File: src/rtl/tlqs_pkg.sv
// Package for the two-level queue scheduler.
// Holds queue sizing, the job entry type, result and function codes and the
// command structs used by the controller, datapath and rings.
package tlqs_pkg;

  localparam int QUEUE_DEPTH = 16;
  localparam int IDX_W       = (QUEUE_DEPTH > 1) ? $clog2(QUEUE_DEPTH) : 1;
  localparam int CNT_W       = IDX_W + 1;

  localparam logic [7:0] QUANTUM_RESET = 8'd4;

  // Result status codes
  localparam logic [2:0] ST_IDLE     = 3'd0;
  localparam logic [2:0] ST_RAN_HIGH = 3'd1;
  localparam logic [2:0] ST_RAN_LOW  = 3'd2;
  localparam logic [2:0] ST_ACCEPT   = 3'd3;
  localparam logic [2:0] ST_REJECT   = 3'd4;

  // Input function codes
  localparam logic FUNC_ARRIVE = 1'b0;
  localparam logic FUNC_TICK   = 1'b1;

  typedef struct packed {
    logic [7:0]  id;
    logic [15:0] remaining;
    logic        started;
  } job_t;

  // Ring command: push at tail, pop at head, rewrite head in place
  typedef struct packed {
    logic push;
    job_t push_entry;
    logic pop;
    logic upd;
    job_t upd_entry;
  } ring_cmd_t;

  // Controller to datapath commands
  typedef struct packed {
    logic latch;
    logic arrive;
    logic rotate;
    logic run;
  } dp_cmd_t;

endpackage

File: src/rtl/tlqs_ring.sv
// Circular job queue of QUEUE_DEPTH entries with head pointer and count.
// Depends on tlqs_pkg for the entry type, sizing and ring command struct.
module tlqs_ring
  import tlqs_pkg::*;
(
  input  logic       clk,
  input  logic       rst_n,
  input  ring_cmd_t  cmd,
  output job_t       head_entry,
  output logic [CNT_W-1:0] count,
  output logic       full
);

  job_t              slot_r [QUEUE_DEPTH];
  logic [IDX_W-1:0]  head_r, head_nxt;
  logic [CNT_W-1:0]  count_r, count_nxt;
  logic [CNT_W-1:0]  tail_sum;
  logic [IDX_W-1:0]  tail_idx;

  // Locate the tail slot, wrapping once past the end
  always_comb begin
    tail_sum = CNT_W'(head_r) + count_r;
    if (tail_sum >= CNT_W'(QUEUE_DEPTH)) begin
      tail_idx = IDX_W'(tail_sum - CNT_W'(QUEUE_DEPTH));
    end else begin
      tail_idx = IDX_W'(tail_sum);
    end
  end

  // Advance head and count
  always_comb begin
    head_nxt  = head_r;
    count_nxt = count_r;
    if (cmd.pop) begin
      head_nxt = (head_r == IDX_W'(QUEUE_DEPTH - 1)) ? '0 : head_r + 1'b1;
    end
    unique case ({cmd.push, cmd.pop})
      2'b10:   count_nxt = count_r + 1'b1;
      2'b01:   count_nxt = count_r - 1'b1;
      default: count_nxt = count_r;
    endcase
  end

  always_ff @(posedge clk) begin
    if (!rst_n) begin
      head_r  <= '0;
      count_r <= '0;
    end else begin
      head_r  <= head_nxt;
      count_r <= count_nxt;
    end
  end

  // Store entries; head rewrite and tail push never coincide
  always_ff @(posedge clk) begin
    if (cmd.push) begin
      slot_r[tail_idx] <= cmd.push_entry;
    end else if (cmd.upd) begin
      slot_r[head_r] <= cmd.upd_entry;
    end
  end

  assign head_entry = slot_r[head_r];
  assign count      = count_r;
  assign full       = (count_r == CNT_W'(QUEUE_DEPTH));

endmodule

File: src/rtl/tlqs_datapath.sv
// Scheduler datapath: item latch, quantum register, slice and tick state,
// the two job rings and the registered result. Depends on tlqs_pkg, tlqs_ring.
module tlqs_datapath
  import tlqs_pkg::*;
(
  input  logic        clk,
  input  logic        rst_n,
  input  dp_cmd_t     cmd,
  input  logic [7:0]  in_job_id,
  input  logic [15:0] in_burst,
  input  logic        in_high_queue,
  input  logic        cfg_we,
  input  logic [7:0]  cfg_wdata,
  output logic        out_valid,
  output logic [2:0]  out_status,
  output logic [7:0]  out_running_id,
  output logic [31:0] out_slot_time,
  output logic        out_first_run,
  output logic        out_finished
);

  logic [7:0]  id_r;
  logic [15:0] burst_r;
  logic        hq_r;
  logic [7:0]  quantum_r;
  logic [7:0]  slice_r, slice_nxt;
  logic        low_run_r, low_run_nxt;
  logic [31:0] tick_r, tick_nxt;

  logic        valid_r;
  logic [2:0]  status_r, status_nxt;
  logic [7:0]  rid_r, rid_nxt;
  logic [31:0] stime_r;
  logic        first_r, first_nxt;
  logic        fin_r, fin_nxt;

  ring_cmd_t        hcmd, lcmd;
  job_t             hhead, lhead;
  logic [CNT_W-1:0] hcnt, lcnt;
  logic             hfull, lfull;

  logic [7:0]  q_eff;
  logic        pick_low, pick_high;
  job_t        cur, upd;
  logic        done;
  job_t        new_job;

  tlqs_ring u_high (
    .clk        (clk),
    .rst_n      (rst_n),
    .cmd        (hcmd),
    .head_entry (hhead),
    .count      (hcnt),
    .full       (hfull)
  );

  tlqs_ring u_low (
    .clk        (clk),
    .rst_n      (rst_n),
    .cmd        (lcmd),
    .head_entry (lhead),
    .count      (lcnt),
    .full       (lfull)
  );

  // Hold the accepted item
  always_ff @(posedge clk) begin
    if (cmd.latch) begin
      id_r    <= in_job_id;
      burst_r <= in_burst;
      hq_r    <= in_high_queue;
    end
  end

  // Write the quantum register
  always_ff @(posedge clk) begin
    if (!rst_n) begin
      quantum_r <= QUANTUM_RESET;
    end else if (cfg_we) begin
      quantum_r <= cfg_wdata;
    end
  end

  // Pick the job for this time unit and compute its updated entry
  always_comb begin
    q_eff     = (quantum_r == 8'd0) ? 8'd1 : quantum_r;
    pick_low  = (low_run_r && lcnt != '0) || (hcnt == '0 && lcnt != '0);
    pick_high = !(low_run_r && lcnt != '0) && hcnt != '0;
    cur       = pick_high ? hhead : lhead;
    upd.id        = cur.id;
    upd.started   = 1'b1;
    upd.remaining = (cur.remaining != 16'd0) ? cur.remaining - 16'd1 : cur.remaining;
    done          = (upd.remaining == 16'd0);
    new_job.id        = id_r;
    new_job.remaining = burst_r;
    new_job.started   = 1'b0;
  end

  // Drive ring commands, slice, low-running flag, tick and result fields
  always_comb begin
    hcmd        = '0;
    lcmd        = '0;
    slice_nxt   = slice_r;
    low_run_nxt = low_run_r;
    tick_nxt    = tick_r;
    status_nxt  = ST_IDLE;
    rid_nxt     = 8'd0;
    first_nxt   = 1'b0;
    fin_nxt     = 1'b0;
    if (cmd.arrive) begin
      rid_nxt    = id_r;
      status_nxt = ST_REJECT;
      if (burst_r != 16'd0) begin
        if (hq_r && !hfull) begin
          hcmd.push       = 1'b1;
          hcmd.push_entry = new_job;
          status_nxt      = ST_ACCEPT;
        end else if (!hq_r && !lfull) begin
          lcmd.push       = 1'b1;
          lcmd.push_entry = new_job;
          status_nxt      = ST_ACCEPT;
        end
      end
    end
    // Rotate an expired high job to the tail
    if (cmd.rotate && slice_r != 8'd0 && slice_r >= q_eff && hcnt != '0) begin
      hcmd.pop        = 1'b1;
      hcmd.push       = 1'b1;
      hcmd.push_entry = hhead;
      slice_nxt       = 8'd0;
    end
    if (cmd.run) begin
      tick_nxt = tick_r + 32'd1;
      if (pick_high) begin
        hcmd.upd       = 1'b1;
        hcmd.upd_entry = upd;
        hcmd.pop       = done;
        low_run_nxt    = 1'b0;
        if (done) begin
          slice_nxt = 8'd0;
        end else if (slice_r != 8'hFF) begin
          slice_nxt = slice_r + 8'd1;
        end
        status_nxt = ST_RAN_HIGH;
      end else if (pick_low) begin
        lcmd.upd       = 1'b1;
        lcmd.upd_entry = upd;
        lcmd.pop       = done;
        low_run_nxt    = !done;
        status_nxt     = ST_RAN_LOW;
      end else begin
        low_run_nxt = 1'b0;
      end
      if (pick_high || pick_low) begin
        rid_nxt   = cur.id;
        first_nxt = !cur.started;
        fin_nxt   = done;
      end
    end
  end

  always_ff @(posedge clk) begin
    if (!rst_n) begin
      slice_r   <= 8'd0;
      low_run_r <= 1'b0;
      tick_r    <= 32'd0;
      valid_r   <= 1'b0;
    end else begin
      slice_r   <= slice_nxt;
      low_run_r <= low_run_nxt;
      tick_r    <= tick_nxt;
      valid_r   <= cmd.arrive | cmd.run;
    end
  end

  // Register the result for one cycle of strobe
  always_ff @(posedge clk) begin
    if (cmd.arrive || cmd.run) begin
      status_r <= status_nxt;
      rid_r    <= rid_nxt;
      stime_r  <= tick_r;
      first_r  <= first_nxt;
      fin_r    <= fin_nxt;
    end
  end

  assign out_valid      = valid_r;
  assign out_status     = status_r;
  assign out_running_id = rid_r;
  assign out_slot_time  = stime_r;
  assign out_first_run  = first_r;
  assign out_finished   = fin_r;

endmodule

File: src/rtl/tlqs_ctrl.sv
// Scheduler controller: sequences arrival and tick items through the datapath.
// Depends on tlqs_pkg for the command struct and function codes.
module tlqs_ctrl
  import tlqs_pkg::*;
(
  input  logic    clk,
  input  logic    rst_n,
  input  logic    start,
  input  logic    in_func,
  output logic    busy,
  output dp_cmd_t cmd
);

  typedef enum logic [3:0] {
    S_IDLE   = 4'b0001,
    S_ARRIVE = 4'b0010,
    S_ROTATE = 4'b0100,
    S_RUN    = 4'b1000
  } state_t;

  state_t state_r, state_nxt;

  // Select next state
  always_comb begin
    state_nxt = state_r;
    unique case (state_r)
      S_IDLE: begin
        if (start) begin
          state_nxt = (in_func == FUNC_TICK) ? S_ROTATE : S_ARRIVE;
        end
      end
      S_ARRIVE: state_nxt = S_IDLE;
      S_ROTATE: state_nxt = S_RUN;
      S_RUN:    state_nxt = S_IDLE;
      default:  state_nxt = S_IDLE;
    endcase
  end

  always_ff @(posedge clk) begin
    if (!rst_n) begin
      state_r <= S_IDLE;
    end else begin
      state_r <= state_nxt;
    end
  end

  // Decode datapath commands
  always_comb begin
    cmd.latch  = (state_r == S_IDLE) && start;
    cmd.arrive = (state_r == S_ARRIVE);
    cmd.rotate = (state_r == S_ROTATE);
    cmd.run    = (state_r == S_RUN);
  end

  assign busy = (state_r != S_IDLE);

endmodule

File: src/rtl/two_level_queue_scheduler_top.sv
// Two-level queue scheduler: round-robin high queue, first-come low queue.
// An arrival passes through the ARRIVE state and a tick through ROTATE then RUN before out_valid
// strobes; a new item is taken only in IDLE, so none is accepted while busy.
// Results strobe for one cycle; the receiver cannot stall.
// Synchronous active-low reset empties both queues, clears slice, tick count
// and low-running flag, and sets quantum to 4. Depends on tlqs_pkg and submodules.
module two_level_queue_scheduler_top
  import tlqs_pkg::*;
(
  input  logic        clk,
  input  logic        rst_n,
  input  logic        start,
  output logic        busy,
  input  logic        in_func,
  input  logic [7:0]  in_job_id,
  input  logic [15:0] in_burst,
  input  logic        in_high_queue,
  input  logic        cfg_we,
  input  logic [7:0]  cfg_wdata,
  output logic        out_valid,
  output logic [2:0]  out_status,
  output logic [7:0]  out_running_id,
  output logic [31:0] out_slot_time,
  output logic        out_first_run,
  output logic        out_finished
);

  dp_cmd_t cmd;

  tlqs_ctrl u_ctrl (
    .clk     (clk),
    .rst_n   (rst_n),
    .start   (start),
    .in_func (in_func),
    .busy    (busy),
    .cmd     (cmd)
  );

  tlqs_datapath u_dp (
    .clk            (clk),
    .rst_n          (rst_n),
    .cmd            (cmd),
    .in_job_id      (in_job_id),
    .in_burst       (in_burst),
    .in_high_queue  (in_high_queue),
    .cfg_we         (cfg_we),
    .cfg_wdata      (cfg_wdata),
    .out_valid      (out_valid),
    .out_status     (out_status),
    .out_running_id (out_running_id),
    .out_slot_time  (out_slot_time),
    .out_first_run  (out_first_run),
    .out_finished   (out_finished)
  );

endmodule
File: config.mk
export PLATFORM = sky130hd
export DESIGN_NAME = two_level_queue_scheduler_top
export DESIGN_NICKNAME = d
export VERILOG_FILES = /design/src/rtl/tlqs_pkg.sv /design/src/rtl/tlqs_ring.sv /design/src/rtl/tlqs_datapath.sv /design/src/rtl/tlqs_ctrl.sv /design/src/rtl/two_level_queue_scheduler_top.sv
export SDC_FILE = /design/constraint.sdc
export NUM_CORES = 1
export LEC_CHECK = 0
export BUFFER_PORTS_ARGS = -buffer_cell sky130_fd_sc_hd__buf_2
export CELL_PAD_IN_SITES_DETAIL_PLACEMENT = 1
export CELL_PAD_IN_SITES_GLOBAL_PLACEMENT = 2
export CORE_MARGIN = 2
export CORE_UTILIZATION = 48
export DETAILED_ROUTE_END_ITERATION = 6
export GPL_TIMING_DRIVEN = 0
export PLACE_DENSITY_LB_ADDON = 0.1
export REMOVE_ABC_BUFFERS = 1
export SLEW_MARGIN = 20
export SYNTH_ARGS = -nofsm -noshare
export SYNTH_HDL_FRONTEND = slang
export SYNTH_HIERARCHICAL = 1
export SYNTH_SLANG_ARGS = --single-unit
export TNS_END_PERCENT = 50
File: constraint.sdc
create_clock -name clk -period 6.2 [get_ports clk]
set_input_delay 1.24 -clock clk [delete_from_list [all_inputs] [get_ports clk]]
set_output_delay 1.24 -clock clk [all_outputs]
set_load 0.01 [all_outputs]
==> flow_results.xml, run 1 <==
<?xml version="1.0" encoding="UTF-8"?>
<metrics>
  <group name="run">
    <metric name="drv_cap" unit="">0</metric>
  </group>
  <group name="clocking">
    <metric name="cts-buffers-inserted" unit="">98</metric>
    <metric name="post_cts_hold_buffer_count" unit="">0</metric>
    <metric name="clk_pin_slew" unit="ns">0.06</metric>
    <metric name="clock_sink_count" unit="">950</metric>
    <metric name="clock_tree_from_tritoncts" unit="">done</metric>
    <metric name="root_buffer" unit="">clkbuf_16</metric>
    <metric name="cts_max_level" unit="">3</metric>
    <metric name="clock_insertion_delay_worst_skew" unit="ns">0.67</metric>
    <metric name="cts.path.max_buffers" unit="">3</metric>
  </group>
  <group name="route">
    <metric name="drcViolationCount" unit="">0</metric>
    <metric name="vias_per_cell" unit="">6.008</metric>
    <metric name="dr_total_vias" unit="">21890</metric>
    <metric name="dr_wl_met3" unit="mm">5.161</metric>
    <metric name="met2RoutedLength" unit="mm">54.13</metric>
    <metric name="drt-pass1-iter-count" unit="">5</metric>
    <metric name="drt-wirelength-per-cell" unit="µm">28.39</metric>
    <metric name="detail_route.iter0.violations" unit="">1673</metric>
    <metric name="route.top_layer_used" unit="">met4</metric>
    <metric name="detail-route-antenna-nets" unit="">0</metric>
    <metric name="wl_met1" unit="mm">41.18</metric>
    <metric name="routed_wl" unit="mm">103.4</metric>
  </group>
  <group name="finish">
    <metric name="antenna-diode-count" unit="">0</metric>
    <metric name="post_route_utilization" unit="%">57.17</metric>
    <metric name="nets" unit="">2564</metric>
    <metric name="final_layout_size_suffix_gt1_share" unit="%">28.63</metric>
    <metric name="finish.cell_count_without_fillers" unit="">3644</metric>
    <metric name="syn_to_final_growth" unit="%">18.34</metric>
    <metric name="final_area" unit="µm²">46710</metric>
  </group>
  <group name="sta">
    <metric name="worst_margin_slew" unit="ns">1.341</metric>
    <metric name="timing.final.max_slew_violations" unit="">0</metric>
    <metric name="final_min_period_over_clock_period" unit="%">96.93</metric>
    <metric name="final.setup.tns" unit="ns">0</metric>
    <metric name="fmax" unit="GHz">0.1664</metric>
    <metric name="max_slew_margin" unit="%">9.857</metric>
    <metric name="hold_viol_final" unit="">0</metric>
    <metric name="rsz_0062_raised_after_global_routing" unit="">yes</metric>
    <metric name="setup_viol_count_final" unit="">0</metric>
    <metric name="final.setup_skew" unit="ns">0.02863</metric>
    <metric name="post-route-worst-setup-slack" unit="ns">0.1905</metric>
    <metric name="timing.hold.ws" unit="ns">0.4675</metric>
    <metric name="period_needed" unit="ns">6.009</metric>
  </group>
  <group name="status">
    <metric name="run_status" unit="">finished clean</metric>
  </group>
  <group name="setup_path">
    <metric name="cp.buffers_inverters" unit="">6</metric>
    <metric name="endpoint_kind" unit="">register</metric>
    <metric name="critPathRequiredTime" unit="ns">6.61</metric>
    <metric name="crit_type" unit="">register to register</metric>
    <metric name="cp_cell_sequence" unit="">or4_4 -&gt; nor2_2 -&gt; nor2_2 -&gt; buf_6 -&gt; nand2_2 -&gt; inv_2 -&gt; nor2b_4 -&gt; buf_4 -&gt; nor4_2 -&gt; nor3_2 -&gt; buf_6 -&gt; buf_4 -&gt; buf_4</metric>
    <metric name="cp-start-kind" unit="">register</metric>
    <metric name="critPathMostFrequentCell" unit="">buf_4</metric>
    <metric name="worst-endpoint-arrival" unit="ns">6.42</metric>
    <metric name="critical_path.top_delay_family" unit="">simple AND/OR/NAND/NOR gates</metric>
    <metric name="slowest_stage" unit="">nor4_2</metric>
    <metric name="crit_fanout" unit="">28</metric>
    <metric name="critical-path-max-stage-delay" unit="ns">1.11</metric>
  </group>
  <group name="yosys">
    <metric name="edff_count_synth" unit="">870</metric>
    <metric name="most_used_flip_flop_cell_after_synthesis" unit="">edfxtp_1</metric>
    <metric name="synth.yosys.seq_area_share" unit="%">70.24</metric>
    <metric name="postSynthAreaPerCell" unit="µm²">17.38</metric>
    <metric name="synthesis.area" unit="µm²">39470</metric>
    <metric name="synthDistinctLibCells" unit="">86</metric>
    <metric name="yosysWarnings" unit="">6</metric>
    <metric name="synth_async_sr_flop_share" unit="%">0</metric>
    <metric name="synth.ff_latch_count" unit="">950</metric>
    <metric name="syn_inst" unit="">2271</metric>
  </group>
  <group name="die">
    <metric name="chipWidth" unit="µm">290.8</metric>
    <metric name="design.portCount" unit="">85</metric>
    <metric name="core.rowCount" unit="">105</metric>
    <metric name="die_y" unit="µm">290.8</metric>
    <metric name="floorplan.core_area" unit="µm²">81720</metric>
    <metric name="initial_utilization" unit="%">48.31</metric>
    <metric name="die_area" unit="µm²">84540</metric>
  </group>
  <group name="placement">
    <metric name="hpwl" unit="mm">69.78</metric>
    <metric name="dp_slack" unit="ns">-1.930</metric>
    <metric name="placement.io_buffers" unit="">84</metric>
    <metric name="routabilityCongestion" unit="">0.7782</metric>
    <metric name="dp.cells" unit="">3421</metric>
    <metric name="post_dp_cell_area" unit="µm²">42590</metric>
  </group>
  <group name="global_route">
    <metric name="grt_use_total" unit="%">24.64</metric>
    <metric name="via_count_of_the_first_global_routing_pass" unit="">23380</metric>
    <metric name="maximum_number_of_pins_on_one_net_before_global_route_repair" unit="">47</metric>
    <metric name="grt_remaining_overflow" unit="">0</metric>
    <metric name="grt_antenna_before_repair" unit="">0</metric>
    <metric name="grt_pass1_wl" unit="mm">153.4</metric>
  </group>
  <group name="power">
    <metric name="finalPower" unit="mW">13.05</metric>
    <metric name="total_leakage_power" unit="nW">15.47</metric>
    <metric name="power.density" unit="nW/µm²">279.4</metric>
    <metric name="max-vdd-ir-drop" unit="mV">0.2590</metric>
  </group>
  <group name="hold_path">
    <metric name="worst_hold_path_type" unit="">register to register</metric>
  </group>
</metrics>
[final timing paths]
check | startpoint | end | slack [ns] | cells past startpoint
max reg2reg | u_dp/u_high/count[0] | u_dp/u_high/slot_r[6][17] | 0.19 | 13
min | u_dp/tick_r[31] | u_dp/out_slot_time[31] | 0.47 | 0
min reg2reg | u_dp/tick_r[31] | u_dp/out_slot_time[31] | 0.47 | 0
max | u_dp/u_high/count[0] | u_dp/u_high/slot_r[6][17] | 0.19 | 13
[synth_stat cells (8+ instances only)]
library cell / n / area share (%)
or3_1: 8 / 0.13
buf_2: 17 / 0.22
dfxtp_1: 80 / 4.1
nor3_1: 38 / 0.48
a21oi_1: 32 / 0.41
nor3b_1: 8 / 0.15
mux2_1: 25 / 0.71
mux4_2: 200 / 11
nand4_1: 11 / 0.17
xnor2_1: 21 / 0.47
nand2_1: 160 / 1.5
and2_1: 51 / 0.81
nor4_1: 17 / 0.27
nor2_1: 107 / 1.0
mux2i_1: 35 / 0.89
a21oi_2: 20 / 0.44
nor2b_1: 10 / 0.16
xor2_1: 28 / 0.62
o21ai_0: 59 / 0.75
clkbuf_1: 69 / 0.66
mux2_2: 27 / 0.77
edfxtp_1: 870 / 66
nand3_1: 41 / 0.52
a22oi_1: 101 / 1.9
buf_6: 9 / 0.26
inv_1: 19 / 0.18
and3_1: 21 / 0.33
buf_4: 13 / 0.25
ha_1: 29 / 0.92
[metal layers]
| layer | up-vias | track usage, % |
|---|---|---|
| met3 | 180 | 3.579 |
| met2 | 609 | 43.66 |
| met5 | - | 0 |
| met4 | 0 | 7.734 |
| li1 | 9574 | - |
| met1 | 11530 | 31.38 |
[repair_timing]
item | CTS | global route
endpoints found under the setup margin | 109 | 42
setup buffers | 16 | 16
pin swaps | 7 | 5
gates cloned | 5 | 5
gates resized for setup | 30 | 20
[worst register-to-register path, cell delays in order, from the launching register on]
cell	delay [ns]
dfxtp_1	0.39
or4_4	0.63
nor2_2	0.80
nor2_2	0.27
buf_6	0.25
nand2_2	0.56
inv_2	0.37
nor2b_4	0.26
buf_4	0.17
nor4_2	1.11
nor3_2	0.32
buf_6	0.26
buf_4	0.18
buf_4	0.19
[power breakdown]
| group | total (mW) | leakage [nW] | internal, mW | switching (mW) |
|---|---|---|---|---|
| combinational | 0.0960 | 5.24 | 0.0332 | 0.0628 |
| sequential | 6.94 | 8.61 | 6.92 | 0.0176 |
| clock | 6.02 | 1.62 | 3.59 | 2.43 |
[registers in the layout (all words and copies together), names as in the netlist, 16 cells and up, named ones only]
| register | flops |
|---|---|
| u_dp/u_high/slot_r | 400 |
| u_dp/u_low/slot_r | 400 |
| u_dp/out_slot_time | 32 |
| u_dp/tick_r | 32 |
| u_dp/burst_r | 16 |
[cells by family (layout without fill, tap and decap cells)]
logic type,after synthesis,after routing,synth area share [%]
AOI/OAI and AO/OA,278,279,5.015
xor gates and xnor gates,49,49,1.087
adders and majority gates,33,33,1.122
buffers and inverters,136,436,1.642
DFF,950,950,70.24
muxes,288,288,13.82
other,1,1,0.009500
and+or+nand+nor,536,538,7.062
[final cells by class]
type / instances / area [µm²]
clock inverter: 59 / 675.6
multi-input combinational: 1188 / 11670
sequential: 950 / 27740
fill: 7251 / 35000
timing repair buffer: 234 / 2579
clock buffer: 122 / 2626
inverter: 21 / 78.83
tap: 1070 / 1339
[cells in the final DEF, fill, tap and decap left out, types with 27 or more instances in the layout]
| cell | n |
|---|---|
| mux4_2 | 200 |
| nand2_1 | 153 |
| a22oi_1 | 99 |
| edfxtp_1 | 870 |
| nand3_1 | 41 |
| nor2_1 | 101 |
| buf_2 | 84 |
| and2_1 | 48 |
| buf_4 | 86 |
| dfxtp_1 | 76 |
| clkbuf_16 | 105 |
| mux2i_1 | 34 |
| mux2_2 | 27 |
| o21ai_0 | 59 |
| xor2_1 | 27 |
| buf_16 | 38 |
| a21oi_1 | 30 |
(Power assumes the default switching activity.)
==> inputs of run 2 (changes only) <==
MAX_ROUTING_LAYER = met4   (was not set)
PLACE_DENSITY = 0.75   (was not set)
PLACE_DENSITY_LB_ADDON = not set   (was 0.1)
SLEW_MARGIN = not set   (was 20)
==> flow_results.xml, run 2 (synthesis gave the netlist of run 1 again) <==
<?xml version="1.0" encoding="UTF-8"?>
<metrics>
  <group name="status">
    <metric name="run_status" unit="">finished clean</metric>
  </group>
  <group name="placement">
    <metric name="hpwl" unit="mm">67.57</metric>
    <metric name="dp.cells" unit="">3399</metric>
    <metric name="post_dp_cell_area" unit="µm²">42390</metric>
    <metric name="dp_slack" unit="ns">-1.744</metric>
    <metric name="routabilityCongestion" unit="">0.8052</metric>
    <metric name="placement.io_buffers" unit="">84</metric>
  </group>
  <group name="power">
    <metric name="max-vdd-ir-drop" unit="mV">0.4006</metric>
    <metric name="total_leakage_power" unit="nW">15.22</metric>
    <metric name="power.density" unit="nW/µm²">278.2</metric>
  </group>
  <group name="global_route">
    <metric name="grt_use_total" unit="%">25.44</metric>
    <metric name="grt_antenna_before_repair" unit="">0</metric>
    <metric name="grt_remaining_overflow" unit="">0</metric>
    <metric name="maximum_number_of_pins_on_one_net_before_global_route_repair" unit="">54</metric>
    <metric name="grt_pass1_wl" unit="mm">155.1</metric>
    <metric name="via_count_of_the_first_global_routing_pass" unit="">23510</metric>
  </group>
  <group name="setup_path">
    <metric name="worst-endpoint-arrival" unit="ns">6.67</metric>
    <metric name="crit_type" unit="">register to register</metric>
    <metric name="endpoint_kind" unit="">register</metric>
    <metric name="cp-start-kind" unit="">register</metric>
    <metric name="critical-path-max-stage-delay" unit="ns">0.62</metric>
    <metric name="crit_fanout" unit="">21</metric>
    <metric name="critPathRequiredTime" unit="ns">6.78</metric>
    <metric name="reg2reg_depth" unit="">20</metric>
    <metric name="cp_cell_sequence" unit="">buf_16 -&gt; mux4_2 -&gt; a22oi_2 -&gt; nand2_2 -&gt; or4_4 -&gt; or4_4 -&gt; nor4b_4 -&gt; buf_4 -&gt; o22a_2 -&gt; nor3_1 -&gt; nor3_2 -&gt; o211ai_1 -&gt; or3_4 -&gt; o21ai_4 -&gt; ha_4 -&gt; ha_1 -&gt; a21o_1 -&gt; a21oi_1 -&gt; or4b_2 -&gt; nand3_1</metric>
    <metric name="slowest_stage" unit="">or4b_2</metric>
    <metric name="critPathMostFrequentCell" unit="">or4_4</metric>
  </group>
  <group name="finish">
    <metric name="layout.cells.most_common_list" unit="">870 x edfxtp_1, 200 x mux4_2, 154 x nand2_1</metric>
    <metric name="nets" unit="">2541</metric>
    <metric name="syn_to_final_growth" unit="%">17.28</metric>
    <metric name="final_area" unit="µm²">46300</metric>
    <metric name="reg_top3" unit="">u_dp/u_high/slot_r (400), u_dp/u_low/slot_r (400)</metric>
    <metric name="finish.cell_count_without_fillers" unit="">3617</metric>
    <metric name="final_layout_size_suffix_gt1_share" unit="%">27.95</metric>
    <metric name="layout.cells.most_common" unit="">edfxtp_1</metric>
    <metric name="antenna-diode-count" unit="">0</metric>
  </group>
  <group name="clocking">
    <metric name="clock_tree_from_tritoncts" unit="">done</metric>
    <metric name="post_cts_hold_buffer_count" unit="">0</metric>
    <metric name="cts_max_level" unit="">3</metric>
    <metric name="cts.path.max_buffers" unit="">3</metric>
    <metric name="root_buffer" unit="">clkbuf_16</metric>
    <metric name="cts-buffers-inserted" unit="">98</metric>
    <metric name="clock_sink_count" unit="">950</metric>
    <metric name="clock_insertion_delay_worst_skew" unit="ns">0.67</metric>
    <metric name="clk_pin_slew" unit="ns">0.07</metric>
  </group>
  <group name="route">
    <metric name="met2RoutedLength" unit="mm">53.65</metric>
    <metric name="routed_wl" unit="mm">104.1</metric>
    <metric name="dr_wl_met3" unit="mm">4.387</metric>
    <metric name="drt-pass1-iter-count" unit="">5</metric>
    <metric name="route.top_layer_used" unit="">met4</metric>
    <metric name="detail-route-antenna-nets" unit="">0</metric>
    <metric name="drcViolationCount" unit="">0</metric>
    <metric name="vias_per_cell" unit="">6.129</metric>
    <metric name="drt-wirelength-per-cell" unit="µm">28.78</metric>
    <metric name="dr_total_vias" unit="">22170</metric>
    <metric name="detail_route.iter0.violations" unit="">1915</metric>
    <metric name="wl_met1" unit="mm">43.17</metric>
  </group>
  <group name="hold_path">
    <metric name="holdPathStages" unit="">0</metric>
    <metric name="worst_hold_path_type" unit="">register to register</metric>
  </group>
  <group name="sta">
    <metric name="timing.final.max_slew_violations" unit="">0</metric>
    <metric name="period_needed" unit="ns">6.086</metric>
    <metric name="max_slew_margin" unit="%">9.174</metric>
    <metric name="final.setup.tns" unit="ns">0</metric>
    <metric name="fmax" unit="GHz">0.1643</metric>
    <metric name="hold_viol_final" unit="">0</metric>
    <metric name="setup_viol_count_final" unit="">0</metric>
    <metric name="worst_margin_slew" unit="ns">1.351</metric>
    <metric name="final_min_period_over_clock_period" unit="%">98.16</metric>
    <metric name="final.setup_skew" unit="ns">0.03306</metric>
    <metric name="post-route-worst-setup-slack" unit="ns">0.1141</metric>
  </group>
  <group name="die">
    <metric name="die_area" unit="µm²">84540</metric>
    <metric name="design.portCount" unit="">85</metric>
    <metric name="chipWidth" unit="µm">290.8</metric>
    <metric name="floorplan.core_area" unit="µm²">81720</metric>
    <metric name="core.rowCount" unit="">105</metric>
    <metric name="die_y" unit="µm">290.8</metric>
    <metric name="initial_utilization" unit="%">48.31</metric>
  </group>
  <group name="run">
    <metric name="drv_cap" unit="">0</metric>
  </group>
</metrics>
run 2: cell count changes in the layout (fill, tap and decap cells not counted), moves of 3 or more:
cell       before  now
clkinv_1       19   24
buf_6          11   49
buf_16         38   26
bufinv_16      14   11
clkbuf_1       19   11
clkbuf_16     105   99
buf_12          5   10
buf_4          86   34
run 2: path summary, 6_finish.rpt:
check | start | endpoint | slack [ns]
worst max-delay path | register | u_dp/u_high/count[3] | 0.11
worst min register to register | u_dp/tick_r[15] | u_dp/out_slot_time[15] | 0.47
worst max register to register | register | u_dp/u_high/count[3] | 0.11
worst min-delay path | u_dp/tick_r[15] | u_dp/out_slot_time[15] | 0.47
run 2: final cells by class:
| type | count | area (µm²) |
|---|---|---|
| tap | 1070 | 1339 |
| timing repair buffer | 210 | 2283 |
| clock buffer | 111 | 2532 |
| inverter | 21 | 78.83 |
| sequential | 950 | 27740 |
| fill | 7289 | 35420 |
| clock inverter | 66 | 663.1 |
| multi-input combinational | 1189 | 11660 |
run 2: where the power goes:
group,switching (mW),leakage (nW),internal [mW]
clock network,2.45,1.56,3.40
registers,0.0192,8.61,6.92
logic,0.0636,5.05,0.0349
run 2: stage by stage:
step	util, %	power (mW)	hold slack [ns]
floorplan	-	7.115	0.4280
global placement	49.76	7.168	0.4384
detailed placement	51.87	7.172	0.4558
CTS	56.33	12.97	0.4667
global route	56.65	13.22	0.4869
finish	56.65	12.88	0.4659
run 2: worst max-delay path, delay by kind of cell (launching register included):
| kind | cells | cell delay [ns] |
|---|---|---|
| AOI/OAI and AO/OA | 6 | 1.12 |
| adders and majority gates | 2 | 0.36 |
| muxes | 1 | 0.55 |
| buffers and inverters | 2 | 0.44 |
| and+or+nand+nor | 9 | 3.08 |
| DFF | 1 | 0.45 |
run 2: layer usage:
metal / vias to the layer above / global-route usage [%]
met5: - / -
li1: 9499 / -
met4: 0 / 7.886
met3: 160 / 2.891
met1: 11860 / 32.65
met2: 645 / 42.83
run 2: what timing repair did:
action | CTS | global route
pin swaps | 5 | 10
resized for setup | 26 | 25
cloned | 5 | 1
setup endpoints to repair | 428 | 45
hold endpoints to repair | 0 | 0
setup buffers | 19 | 15
